`src/rtl/thfam_pkg.sv`:
```
// Shared constants and functions for the tilt and heading pipeline.
// Holds the arctangent step table and the angle rounding helper.
// No dependencies.
package thfam_pkg;

  localparam int AngleIterationsDef = 16;
  localparam int AtanTableSize      = 24;
  localparam int CordicW            = 30;
  localparam int AngleW             = 26;
  localparam int QuarterTurnAcc     = 9000 * 1024;
  localparam int HalfTurn           = 18000;

  function automatic logic [AngleW-1:0] atan_step(input logic [4:0] idx);
    logic [AngleW-1:0] v;
    unique case (idx)
      5'd0:  v = 26'd4608000;
      5'd1:  v = 26'd2720261;
      5'd2:  v = 26'd1437311;
      5'd3:  v = 26'd729602;
      5'd4:  v = 26'd366217;
      5'd5:  v = 26'd183287;
      5'd6:  v = 26'd91666;
      5'd7:  v = 26'd45836;
      5'd8:  v = 26'd22918;
      5'd9:  v = 26'd11459;
      5'd10: v = 26'd5730;
      5'd11: v = 26'd2865;
      5'd12: v = 26'd1432;
      5'd13: v = 26'd716;
      5'd14: v = 26'd358;
      5'd15: v = 26'd179;
      5'd16: v = 26'd90;
      5'd17: v = 26'd45;
      5'd18: v = 26'd22;
      5'd19: v = 26'd11;
      5'd20: v = 26'd6;
      5'd21: v = 26'd3;
      5'd22: v = 26'd1;
      5'd23: v = 26'd1;
      default: v = '0;
    endcase
    return v;
  endfunction

  function automatic logic signed [15:0] round_angle(input logic signed [AngleW-1:0] z);
    logic [AngleW-1:0] mag;
    logic [AngleW-1:0] res;
    logic [15:0]       cl;
    mag = z[AngleW-1] ? AngleW'(-z) : z;
    res = (mag + AngleW'(512)) >> 10;
    cl  = (res > AngleW'(HalfTurn)) ? 16'(HalfTurn) : res[15:0];
    return z[AngleW-1] ? -$signed(cl) : $signed(cl);
  endfunction

endpackage

```
`src/rtl/thfam_cordic.sv`:
```
// Pipelined vectoring CORDIC, one micro-rotation per register stage.
// Turns (y, x) into atan2 in hundredths of a degree. Uses thfam_pkg.
module thfam_cordic import thfam_pkg::*; #(
  parameter int Iters = AngleIterationsDef
) (
  input  logic                        clk_i,
  input  logic signed [CordicW-1:0]   y_i,
  input  logic signed [CordicW-1:0]   x_i,
  output logic signed [15:0]          angle_o
);
  localparam int N = (Iters > AtanTableSize) ? AtanTableSize : Iters;

  logic signed [CordicW+1:0] x_q [0:N];
  logic signed [CordicW+1:0] y_q [0:N];
  logic signed [AngleW-1:0]  z_q [0:N];
  logic                      zero_q [0:N];
  logic signed [15:0]        ang_q;

  always_ff @(posedge clk_i) begin
    zero_q[0] <= (x_i == '0) && (y_i == '0);
    if (x_i < 0) begin
      if (y_i >= 0) begin
        x_q[0] <= (CordicW+2)'(y_i);
        y_q[0] <= -(CordicW+2)'(x_i);
        z_q[0] <= AngleW'(QuarterTurnAcc);
      end else begin
        x_q[0] <= -(CordicW+2)'(y_i);
        y_q[0] <= (CordicW+2)'(x_i);
        z_q[0] <= -AngleW'(QuarterTurnAcc);
      end
    end else begin
      x_q[0] <= (CordicW+2)'(x_i);
      y_q[0] <= (CordicW+2)'(y_i);
      z_q[0] <= '0;
    end
  end

  for (genvar i = 0; i < N; i++) begin : g_it
    always_ff @(posedge clk_i) begin
      zero_q[i+1] <= zero_q[i];
      if (y_q[i] >= 0) begin
        x_q[i+1] <= x_q[i] + (y_q[i] >>> i);
        y_q[i+1] <= y_q[i] - (x_q[i] >>> i);
        z_q[i+1] <= z_q[i] + $signed(atan_step(5'(i)));
      end else begin
        x_q[i+1] <= x_q[i] - (y_q[i] >>> i);
        y_q[i+1] <= y_q[i] + (x_q[i] >>> i);
        z_q[i+1] <= z_q[i] - $signed(atan_step(5'(i)));
      end
    end
  end

  always_ff @(posedge clk_i) begin
    ang_q <= zero_q[N] ? '0 : round_angle(z_q[N]);
  end
  assign angle_o = ang_q;
endmodule

```
`config.mk`:
```
export PLATFORM = sky130hd
export DESIGN_NAME = thfam_cordic
export DESIGN_NICKNAME = d
export VERILOG_FILES = /design/src/rtl/thfam_pkg.sv /design/src/rtl/thfam_cordic.sv
export SDC_FILE = /design/constraint.sdc
export NUM_CORES = 2
export LEC_CHECK = 0
export BUFFER_PORTS_ARGS = -buffer_cell sky130_fd_sc_hd__buf_4
export CORE_UTILIZATION = 53
export DETAILED_ROUTE_END_ITERATION = 10
export PLACE_DENSITY = 0.69
export SLEW_MARGIN = 20
export SYNTH_ARGS = -nofsm -noshare
export SYNTH_HDL_FRONTEND = slang
export SYNTH_SLANG_ARGS = --single-unit
```
`constraint.sdc`:
```
create_clock -name clk_i -period 5.8 [get_ports clk_i]
set_input_delay 0 -clock clk_i [delete_from_list [all_inputs] [get_ports clk_i]]
set_output_delay 0 -clock clk_i [all_outputs]
set_load 0.05 [all_outputs]
```
Yosys cells after proc, flatten, opt, wreduce, memory -nomap -nowiden
Memory sizes are Yosys's and may differ from the RTL's. Cells that the tools add are included.

Register bits: 16. Latch bits: 0. Memory bits (writable): 1547. Memory bits (read-only): 0. Output and inout bits: 16. Logic and storage cells: 293. Memories: 4.

Memories: x_q (depth 17, bits a word 32, read ports 16, clocked after Yosys merged registers in 0, write ports 17, line thfam_cordic.sv:13) `logic signed [CordicW+1:0] x_q [0:N];`; y_q (depth 17, bits a word 32, read ports 16, clocked after Yosys merged registers in 0, write ports 17, line thfam_cordic.sv:14) `logic signed [CordicW+1:0] y_q [0:N];`; z_q (depth 17, bits a word 26, read ports 17, clocked after Yosys merged registers in 0, write ports 17, line thfam_cordic.sv:15) `logic signed [AngleW-1:0] z_q [0:N];`; zero_q (depth 17, bits a word 1, read ports 17, clocked after Yosys merged registers in 0, write ports 17, line thfam_cordic.sv:16) `logic zero_q [0:N];`.

Add/subtract/negate cells: 100. $mul: 0. Div/mod/pow operators: 0. $lt $le $gt $ge: 19. Eq/ne operators: 0. Shift-type cells: 0. Multiplexer cells: 112. Bitwise gates (word level): 54. Reduce and logical (&&, ||, !) cells: 3.

Operator list (count): $mux W32 (36); $ge A32 B1 Y1 const B (16); $mux W26 (19); $add A32 B17 Y32 (2); $add A32 B18 Y32 (2); $add A32 B19 Y32 (2); $add A32 B20 Y32 (2); $add A32 B21 Y32 (2); $add A32 B22 Y32 (2); $add A32 B23 Y32 (2); $add A32 B24 Y32 (2); $add A32 B25 Y32 (2); $add A32 B26 Y32 (2); $add A32 B27 Y32 (2); $add A32 B28 Y32 (2); $add A32 B29 Y32 (2); $add A32 B30 Y32 (2); $add A32 B31 Y32 (2); $neg A30 Y32 (2); $sub A32 B17 Y32 (2); $sub A32 B18 Y32 (2); $sub A32 B19 Y32 (2); $sub A32 B20 Y32 (2); $sub A32 B21 Y32 (2); 54 further kinds (175).

Logic depth before layout (Yosys ltp)
Word-level depth: 7. Mapped depth: 21.

Worst setup path after synthesis
No wires, ideal clock.

Path kind: reg2reg. From: mem x_q[8][13] (netlist bit). To: mem y_q[9][30] (netlist bit). Setup time: 0.072 ns. Arrival time: 4.898 ns. Data required time: 5.728 ns. Slack: 0.829 ns. Cell stages (with the launch flop): 19. Path buffers: 0. Path through: dfxtp_1 -> or3_1 -> or3b_2 -> or2_2 -> or3_1 -> or4_1 -> o21ai_0 -> xor2_1 -> ha_1 -> a21o_1 -> a21o_1 -> a21oi_1 -> o21ai_0 -> a31oi_1 -> o21ai_0 -> or4b_2 -> a31o_2 -> a21oi_1 -> xnor2_1.

RTL lines (line): from (decl) (thfam_cordic.sv:13); to (decl) (thfam_cordic.sv:14).

==> run metrics <==
status completed; DIE AREA 0.1896 mm^2; setup TNS 0 ns; mean routed wirelength per cell 17.90 um; Yosys top cell area share 25.83%; final WL 261,000 um; worst-path fanout max 6; dpl hpwl 209,800 um; WP data required 6.50 ns; Layout fillers 16,468; largest net degree at the start of global routing 84; Worst-Skew Late Latency 0.81 ns; buffer depth of the longest clock path 3; Setup Crit Path Kind reg2reg; die width 435.4 um; CP dominant cell by count o21ai_0; max-slew violations 0; DR iter-0 viols 5,765; CTS root buf clkbuf_16; row count 158; most frequent cells in the layout ha_1, dfxtp_1, xnor2_1; RSZ-0062 raised after global routing false; fin crit share 93.28%; CP Capture Type flip-flop; port bufs 76; # DRC 0; GPL Wtd Cong 0.9434; CP max-delay cell or4_1; Initial Utilization 53.53%; CP arrival 6.11 ns; H-tree depth 4; Synth Flop Type dfxtp_1; final hold vios 0; skew final 0.03294 ns; worst slew pin tran 1.095 ns; Cells after Synth 11,585; Yosys cell types 92; Core ar. 0.1860 mm^2; Num Clock Sinks 1,352; initial antenna violation count 5; Area contributors post-synth dfxtp_1, ha_1, xnor2_1; Synth area leader dfxtp_1; grt total ovfl 0; synthesized cell area 0.09957 mm^2; vias in the first global route 81,548; Hold Crit Class in2reg; Seq cells post-synth 1,352; sequential share of the synthesized area 27.86%; r2r setup slk 0.39 ns; GR Util All Layers 26.69%; antenna-violating nets left 0; setup bufs post-CTS 0; Via density 5.802; TritonCTS Buffers 156; via count 84,594; Worst-path clk slew 0.06 ns; NumNets Final 13,369; Area growth syn-to-layout 10.71%; first drt pass iteration count 6; YS warnings 0; final worst path period need 5.410 ns; Max Cap Viol 0; global-route wire length before repair 420,800 um; crit path launch type flip-flop; CTS tree yes; Setup violations, final 0; number of synthesized flops with an enable pin 67; slew margin rel. 26.47%; fmax 184.8 MHz; Top Ports 77; commonest non-fill, non-tap cell in the layout ha_1; Max stage delay on crit path 0.54 ns; fraction of registers with async set or reset after synthesis 0%; crit path cell chain or3_1 > or3b_2 > or2_2 > or3_1 > or4_1 > o21ai_0 > xor2_1 > ha_1 > a21o_1 > a21o_1 > a21oi_1 > o21ai_0 > a31oi_1 > o21ai_0 > or3b_2 > a31o_2 > a21oi_1 > xnor2_1; share of cells above drive strength 1 4.522%; Die Span Y 435.4 um; Avg Inst Size Synth 8.595 um^2
[sequential cells by signal (all words and copies together), names as in the netlist]
| name | count |
|---|---|
| x_q | 466 |
| angle_o | 16 |
| z_q | 373 |
| zero_q | 17 |
| y_q | 480 |
[final timing paths]
kind,startpoint,to,cells past startpoint
min,x_i[16],x_q[0][16],4
max reg2reg,x_q[7][12],y_q[8][30],18
min reg2reg,zero_q[0][2],zero_q[0][3],0
max,x_q[7][12],y_q[8][30],18
[kinds of logic (layout without fill, tap and decap cells)]
logic type | count (synthesis) | count (layout) | share of synthesized area, %
AOI/OAI and AO/OA | 3379 | 3379 | 21.79
xor gates and xnor gates | 1721 | 1721 | 15.14
adders and majority gates | 1341 | 1341 | 17.16
buffers and inverters | 726 | 1092 | 2.738
DFF | 1352 | 1352 | 27.86
muxes | 33 | 33 | 0.3355
other | 2 | 152 | 0.007542
and+or+nand+nor | 3031 | 3031 | 14.98
[layout make-up]
type,instances,area [um^2],share of cell area [%]
inverters,547,2053,1.862
diodes,5,12.51,0.01135
well taps,2480,3103,2.815
clock buffers,221,4589,4.163
flip-flops and latches,1352,27750,25.17
multi-input cells,9652,69650,63.18
repair buffers,259,2267,2.057
clock inverters,65,809.5,0.7343
[worst max-delay path, delay by kind of cell (launching register included)]
kind	cells	cell delay [ns]
DFF	1	0.33
and+or+nand+nor	6	2.56
adders and majority gates	1	0.32
xor gates and xnor gates	2	0.34
AOI/OAI and AO/OA	9	1.77
[per-layer routing]
metal	vias up	track usage, %	share of wire (%)
met1	39980	34.96	46
met4	2	7.996	2.7
li1	42374	-	-
met3	379	3.270	4.9
met5	-	0	0.0046
met2	1859	45.61	47
[stage by stage]
| stage | hold slack [ns] | instance area [um^2] | cells | utilization, % | setup slack (ns) |
|---|---|---|---|---|---|
| 5_1_grt | 0.1214 | 110200 | 14577 | 59.26 | 0.04114 |
| 2_1_floorplan | 0.09887 | 100100 | 11730 | - | 0.8294 |
| 3_3_place_gp | 0.3095 | 103600 | 14166 | 55.69 | 0.3345 |
| 3_5_place_dp | 0.3121 | 103600 | 14166 | 55.69 | 0.3951 |
| 4_1_cts | 0.08391 | 110200 | 14576 | 59.25 | 0.3593 |
| 6_report | 0.1539 | 110200 | 14581 | 59.26 | 0.3900 |
[synth_stat cells, types with 85 or more instances]
master,instances
ha_1,1299
dfxtp_1,1285
xnor2_1,1125
a21oi_1,1004
nor2_1,915
o21ai_0,710
nand2_1,615
xor2_1,596
inv_1,539
a21o_1,391
nor3_1,250
o21a_1,206
o31ai_1,202
nand2b_1,192
nand3_1,191
nor2b_1,175
o21bai_1,171
clkbuf_1,151
or3_1,136
o41ai_1,108
nor4_1,104
or4_1,99
and3_1,85
[repair_timing]
| action | in CTS | in global routing |
|---|---|---|
| endpoints found under the hold margin | 66 | 0 |
| hold buffers | 124 | 0 |
| gates resized for setup | 0 | 0 |
Power is not shown: default switching activity piles up to over one toggle a cycle in this logic, so the estimate is an artifact.
