$ cat src/rtl/thfam_pkg.sv
// Shared constants and functions for the tilt and heading pipeline.
// Holds the arctangent step table and the angle rounding helper.
// No dependencies.
package thfam_pkg;

  localparam int AngleIterationsDef = 16;
  localparam int AtanTableSize      = 24;
  localparam int CordicW            = 30;
  localparam int AngleW             = 26;
  localparam int QuarterTurnAcc     = 9000 * 1024;
  localparam int HalfTurn           = 18000;

  function automatic logic [AngleW-1:0] atan_step(input logic [4:0] idx);
    logic [AngleW-1:0] v;
    unique case (idx)
      5'd0:  v = 26'd4608000;
      5'd1:  v = 26'd2720261;
      5'd2:  v = 26'd1437311;
      5'd3:  v = 26'd729602;
      5'd4:  v = 26'd366217;
      5'd5:  v = 26'd183287;
      5'd6:  v = 26'd91666;
      5'd7:  v = 26'd45836;
      5'd8:  v = 26'd22918;
      5'd9:  v = 26'd11459;
      5'd10: v = 26'd5730;
      5'd11: v = 26'd2865;
      5'd12: v = 26'd1432;
      5'd13: v = 26'd716;
      5'd14: v = 26'd358;
      5'd15: v = 26'd179;
      5'd16: v = 26'd90;
      5'd17: v = 26'd45;
      5'd18: v = 26'd22;
      5'd19: v = 26'd11;
      5'd20: v = 26'd6;
      5'd21: v = 26'd3;
      5'd22: v = 26'd1;
      5'd23: v = 26'd1;
      default: v = '0;
    endcase
    return v;
  endfunction

  function automatic logic signed [15:0] round_angle(input logic signed [AngleW-1:0] z);
    logic [AngleW-1:0] mag;
    logic [AngleW-1:0] res;
    logic [15:0]       cl;
    mag = z[AngleW-1] ? AngleW'(-z) : z;
    res = (mag + AngleW'(512)) >> 10;
    cl  = (res > AngleW'(HalfTurn)) ? 16'(HalfTurn) : res[15:0];
    return z[AngleW-1] ? -$signed(cl) : $signed(cl);
  endfunction

endpackage

$ cat src/rtl/thfam_isqrt.sv
// Pipelined restoring square root, one result bit per stage.
// Gives floor(sqrt(rad_i)) and optionally rounds to nearest. Uses thfam_pkg.
module thfam_isqrt import thfam_pkg::*; #(
  parameter int RadW  = 34,
  parameter int Round = 0,
  parameter int Lat   = 18
) (
  input  logic              clk_i,
  input  logic [RadW-1:0]   rad_i,
  output logic [RadW/2:0]   root_o
);
  localparam int RootW = RadW / 2;
  localparam int Pad   = Lat - RootW - 1;

  logic [RadW-1:0]  rem_q  [0:RootW];
  logic [RootW-1:0] root_q [0:RootW];

  always_ff @(posedge clk_i) begin
    rem_q[0]  <= rad_i;
    root_q[0] <= '0;
  end

  for (genvar s = 0; s < RootW; s++) begin : g_st
    localparam int B = RootW - 1 - s;
    logic [RadW+1:0] trial;
    always_comb begin
      trial = ((RadW+2)'(root_q[s]) << (B + 1)) | ((RadW+2)'(1) << (2 * B));
    end
    always_ff @(posedge clk_i) begin
      if ((RadW+2)'(rem_q[s]) >= trial) begin
        rem_q[s+1]  <= RadW'((RadW+2)'(rem_q[s]) - trial);
        root_q[s+1] <= root_q[s] | (RootW'(1) << B);
      end else begin
        rem_q[s+1]  <= rem_q[s];
        root_q[s+1] <= root_q[s];
      end
    end
  end

  logic [RootW:0] rnd;
  always_comb begin
    rnd = (RootW+1)'(root_q[RootW]);
    if (Round != 0 && (rem_q[RootW] > RadW'(root_q[RootW])))
      rnd = rnd + 1'b1;
  end

  logic [RootW:0] out_q [0:Pad];
  assign out_q[0] = rnd;
  for (genvar k = 0; k < Pad; k++) begin : g_pad
    always_ff @(posedge clk_i) out_q[k+1] <= out_q[k];
  end
  assign root_o = out_q[Pad];
endmodule

$ cat config.mk
export PLATFORM = sky130hd
export DESIGN_NAME = thfam_isqrt
export DESIGN_NICKNAME = d
export VERILOG_FILES = /design/src/rtl/thfam_pkg.sv /design/src/rtl/thfam_isqrt.sv
export SDC_FILE = /design/constraint.sdc
export NUM_CORES = 1
export LEC_CHECK = 0
export BUFFER_PORTS_ARGS = -buffer_cell sky130_fd_sc_hd__buf_2
export CORE_ASPECT_RATIO = 1.75
export CORE_MARGIN = 4
export CORE_UTILIZATION = 62
export DETAILED_ROUTE_END_ITERATION = 10
export PLACE_DENSITY = 0.79
export SETUP_SLACK_MARGIN = 0.3
export SYNTH_ARGS = -nofsm -noshare
export SYNTH_HDL_FRONTEND = slang
export SYNTH_SLANG_ARGS = --single-unit
$ cat constraint.sdc
create_clock -name clk_i -period 3.1 [get_ports clk_i]
set_input_delay 0.93 -clock clk_i [delete_from_list [all_inputs] [get_ports clk_i]]
set_output_delay 0.93 -clock clk_i [all_outputs]
set_load 0.005 [all_outputs]
## Word-level counts from Yosys, hierarchy flattened

Memory sizes are Yosys's and may differ from the RTL's.
Cells that the tools add are included.

| storage, ports and cells | value |
|---|---|
| flip-flop bits (word level) | 0 |
| memory bits (writable) | 918 |
| input bits | 35 |
| output and inout bits | 18 |
| word-level logic and storage cells | 155 |
| memories | 2 |

Memories:

| memory | words | width | read ports | clocked after Yosys merged registers in | wr ports | line | source |
|---|---|---|---|---|---|---|---|
| rem_q | 18 | 34 | 17 | 0 | 18 | thfam_isqrt.sv:15 | `logic [RadW-1:0] rem_q [0:RootW];` |
| root_q | 18 | 17 | 18 | 0 | 18 | thfam_isqrt.sv:16 | `logic [RootW-1:0] root_q [0:RootW];` |

| operators by class | value |
|---|---|
| add/subtract/negate cells | 17 |
| $lt $le $gt $ge | 17 |
| mux-type cells | 85 |
| bitwise gates (word level) | 34 |

Operators by type and width:

| operator | number |
|---|---|
| two-way mux 34 bit | 17 |
| two-way mux 17 bit | 17 |
| two-way mux 1 bit | 51 |
| >= comparator 34 x 18 -> 1 bit | 1 |
| >= comparator 34 x 19 -> 1 bit | 1 |
| >= comparator 34 x 20 -> 1 bit | 1 |
| >= comparator 34 x 21 -> 1 bit | 1 |
| >= comparator 34 x 22 -> 1 bit | 1 |
| >= comparator 34 x 23 -> 1 bit | 1 |
| >= comparator 34 x 24 -> 1 bit | 1 |
| >= comparator 34 x 25 -> 1 bit | 1 |
| >= comparator 34 x 26 -> 1 bit | 1 |
| >= comparator 34 x 27 -> 1 bit | 1 |
| >= comparator 34 x 28 -> 1 bit | 1 |
| >= comparator 34 x 29 -> 1 bit | 1 |
| >= comparator 34 x 30 -> 1 bit | 1 |
| >= comparator 34 x 31 -> 1 bit | 1 |
| >= comparator 34 x 32 -> 1 bit | 1 |
| >= comparator 34 x 33 -> 1 bit | 1 |
| >= comparator 34 bit | 1 |
| bitwise OR 1 bit | 34 |
| subtractor 34 x 18 -> 34 bit | 1 |
| subtractor 34 x 19 -> 34 bit | 1 |
| subtractor 34 x 20 -> 34 bit | 1 |
| 14 further kinds | 14 |

## Longest topological paths before layout

An unclocked memory read counts as a cell.

| depth | value |
|---|---|
| depth after elaboration | 5 |
| mapped depth | 12 |
| mapped depth without buffers | 10 |

## Worst setup path after synthesis

Ideal clock, no wire load.

| timing | value |
|---|---|
| path kind | reg2reg |
| start point | memory root_q[7][16] (netlist bit) |
| end point | memory rem_q[8][29], in the netlist rem_q[4][29] |
| library setup time | 127 ps |
| arrival time | 2595 ps |
| data required time | 2973 ps |
| slack | 377 ps |
| cell stages (with the launch flop) | 10 |
| buffers on the path | 1 |
| cells stage by stage | dfxtp_1 > inv_1 > ha_1 > or4_1 > or4_1 > or3_1 > a21oi_1 > clkbuf_1 > nor3_1 > xor2_1 |

RTL lines:

| what | line |
|---|---|
| start, declared | thfam_isqrt.sv:16 |
| end, declared | thfam_isqrt.sv:15 |

==> impl_results.md <==
* Status: completed
* HP Class: reg -> reg
* # DRC at 0
* I/O pins at 53
* Post-synth EDFFs at 0
* Syn Inst Count at between 2000 and 3000
* Post-synth ARST share at 0
* GPL Wtd Cong at approximately 0.99
* FF-to-FF End: rem_q[7][31]
* Final Max Slew Viols at 0
* First-pass GRT wire length at 102100 um
* Hold buffer count at cts at 0
* Worst reg-to-reg setup slack at approximately 330 ps
* Slew @ Worst Pin at 1066 ps
* # port buffers at 51
* VDD IR max at between 0.7 and 0.8 mV
* Flops & latches, synth at 731
* CP Class: reg -> reg
* Final hold violation count at 0
* Most frequent cells in the layout: 729 x dfxtp_1, 208 x inv_1, 150 x ha_1
* Min-delay src: rem_q[0][27]
* Worst R2R Start: rem_q[6][60]
* Reg2Reg Depth at 11
* Synth top area share at 0.5494
* Worst path required time at 3640 ps
* Seq/Total Area, Yosys at 0.5494
* Syn Nets at between 2000 and 3000
* Storage cell area at 14640 um^2
* Placed Instances at 3229
* Die width at 164.7 um
* Setup_tns at 0 ps
* Initial core utilization at 0.6262
* Hold_ws at about 320 ps
* Synth warnings at 0
* # H-tree levels at 2
* Area occupied by multi-input gates at 11640 um^2
* Row count at 100
* Antenna diode count at 0
* Nets at 2951
* Core Region at 42540 um^2
* GR Overflow Total at 0
* RSZ-0062 raised after global routing: true
* Max incr delay on CP at approximately 540 ps
* Total track usage at 0.2838
* Endpoints failing setup at 0
* Most frequent CP cell: buf_4
* Distinct cells, synth at between 60 and 70
* CTS root buf: clkbuf_16
* Final worst path period share at 0.8922
* Startpoint types: flip-flop
* Area contributors post-synth: dfxtp_1 55%, ha_1 7.8%, xnor2_1 4.3%, inv_1 3.0%, xor2_1 2.9%
* Routed Antenna Nets at 0
* WL final at approximately 67000 um
* DRT Pass-1 Iters at 5
* Total vias in the final route at 19360
* Syn Area/Cell at 10.38 um^2
* Initial antenna violation count at 0
* Layout cell share with drive strength beyond 1 at 0.1480
* Critical-path cell list: or4_4 -> or3_4 -> nor3_4 -> o211ai_1 -> buf_4 -> a311oi_2 -> buf_4 -> inv_2 -> buf_6 -> nand4b_1 -> xnor2_1
* Most common cell after layout, fill and taps aside: dfxtp_1
* FMAX at roughly 0.36 GHz
* Die Ht at 282.2 um
* Filler Cells Inserted at between 2000 and 3000
* Hold path depth at 0
* DIE AREA at 46480 um^2
* Relative slew margins at 0.2828
* Worst path bufs/invs at 4
* Synth-to-layout area growth at 16.91%
* Hold Path Sink: rem_q[0][61]
* Clock skew at about 48 ps
* CP max stage cell: or4_4
* WL per Instance at 20.05 um
* Vias in the first global route at 20870
* Synth area leader: dfxtp_1
* CTS clk-pin slew, worst paths at 70 ps
* CTS tree: built
* CP max FO at 7
* Final min period at around 2800 ps
* CTS sink cnt at approximately 730
* Worst-Skew Late Latency at ~650 ps
* Cell leakage power at 0.01411 uW
* Post-DP HPWL at 49610 um
* Worst path top cell family by delay: simple AND/OR/NAND/NOR gates
* Maximum clock path buffer count at 3
* Pwr Density at approximately 990 nW/um^2
* Max_cap viols at 0
* Largest net degree at the start of global routing at 26
* Fin cells at 3359
* Crit end category: flip-flop
* Post-layout util at 0.7321
* Arr. time, crit path at between 3000 and 4000 ps
* Main synth FF type: dfxtp_1
* Synth Cell Area at 26640 um^2
* Num CTS Buffers at 59
* DR iter-0 viols at 789
* Vias per inst at 5.764
-- metrics by stage --
stage	total power (uW)	instance area [um^2]	setup slack (ps)
6_report	30970	31140	334.1
3_3_place_gp	21770	28160	126.5
3_5_place_dp	22180	28160	60.81
4_1_cts	30470	30540	302.3
2_1_floorplan	19400	26640	377.4
5_1_grt	32590	31140	200.2
-- cell type report --
type                            instances  share of cell area
Clock buffer                           80             0.05283
Clock inverter                         29             0.01691
Inverter                              210             0.02531
Multi-Input combinational cell       1584              0.3738
Sequential cell                       731              0.4700
Tap cell                              561             0.02254
Timing Repair Buffer                  164             0.03865
-- routing by layer --
metal  part of all wire  up-vias  GRT usage
met5                  0        -          0
met4               0.13        0     0.2941
met3              0.031      355    0.03776
met2               0.57      576     0.5913
met1               0.27     9139     0.1879
li1                   -     9291          -
-- sequential cells by signal (all words and copies together), names as in the netlist --
| register | cells |
|---|---|
| rem_q | 578 |
| root_q | 153 |
-- worst max-delay path by stage --
stage               depth (start not counted)            to            from
floorplan                                   9  rem_q[4][29]   root_q[7][16]
global placement                            9  rem_q[8][10]  root_q[15][10]
detailed placement                         10  rem_q[6][29]   root_q[11][6]
CTS                                         9  rem_q[5][32]   root_q[9][13]
global route                               14  rem_q[7][28]   root_q[13][7]
finish                                     11  rem_q[7][31]    rem_q[6][60]
-- power by group --
part	leakage, uW	total [uW]	switching (uW)	internal [uW]
sequential	0.00613	13300	1710	11600
combinational	0.00695	9460	5110	4350
clock	0.00103	8180	3490	4690
total	0.0141	31000	10300	20700
-- synth_stat cells (all sizes together) (35+ instances only) --
master,instances
dfxtp,731
inv,210
ha,166
nor2,149
a21oi,134
nand2,131
xnor2,131
o21ai,112
xor2,87
nor3,80
nor4,74
a21o,44
nand4,43
nand3,41
mux2,37
clkbuf,36
o21a,35
-- worst register-to-register path: stages (launching register included) --
cell and delay [ps]:
dfxtp_1 350, or4_4 540, or3_4 380, nor3_4 230, o211ai_1 130, buf_4 180, a311oi_2 240, buf_4 170
inv_2 60, buf_6 140, nand4b_1 160, xnor2_1 130
-- what timing repair did --
action,4_1_cts,5_1_grt
gates resized for setup,37,94
pin swaps,7,20
setup endpoints to repair,116,137
setup buffers,1,17
gates cloned,0,3
-- cells by family after synthesis --
logic type / Yosys count / share of synthesized area
flops: 731 / 0.5494
compound gates: 454 / 0.1077
other cells: 1 / 0.0001408
fa+ha+maj: 166 / 0.07797
mux: 44 / 0.01827
simple gates: 700 / 0.1386
xor+xnor: 218 / 0.07168
buf+inv: 253 / 0.03631
(Power assumes the default switching activity.)
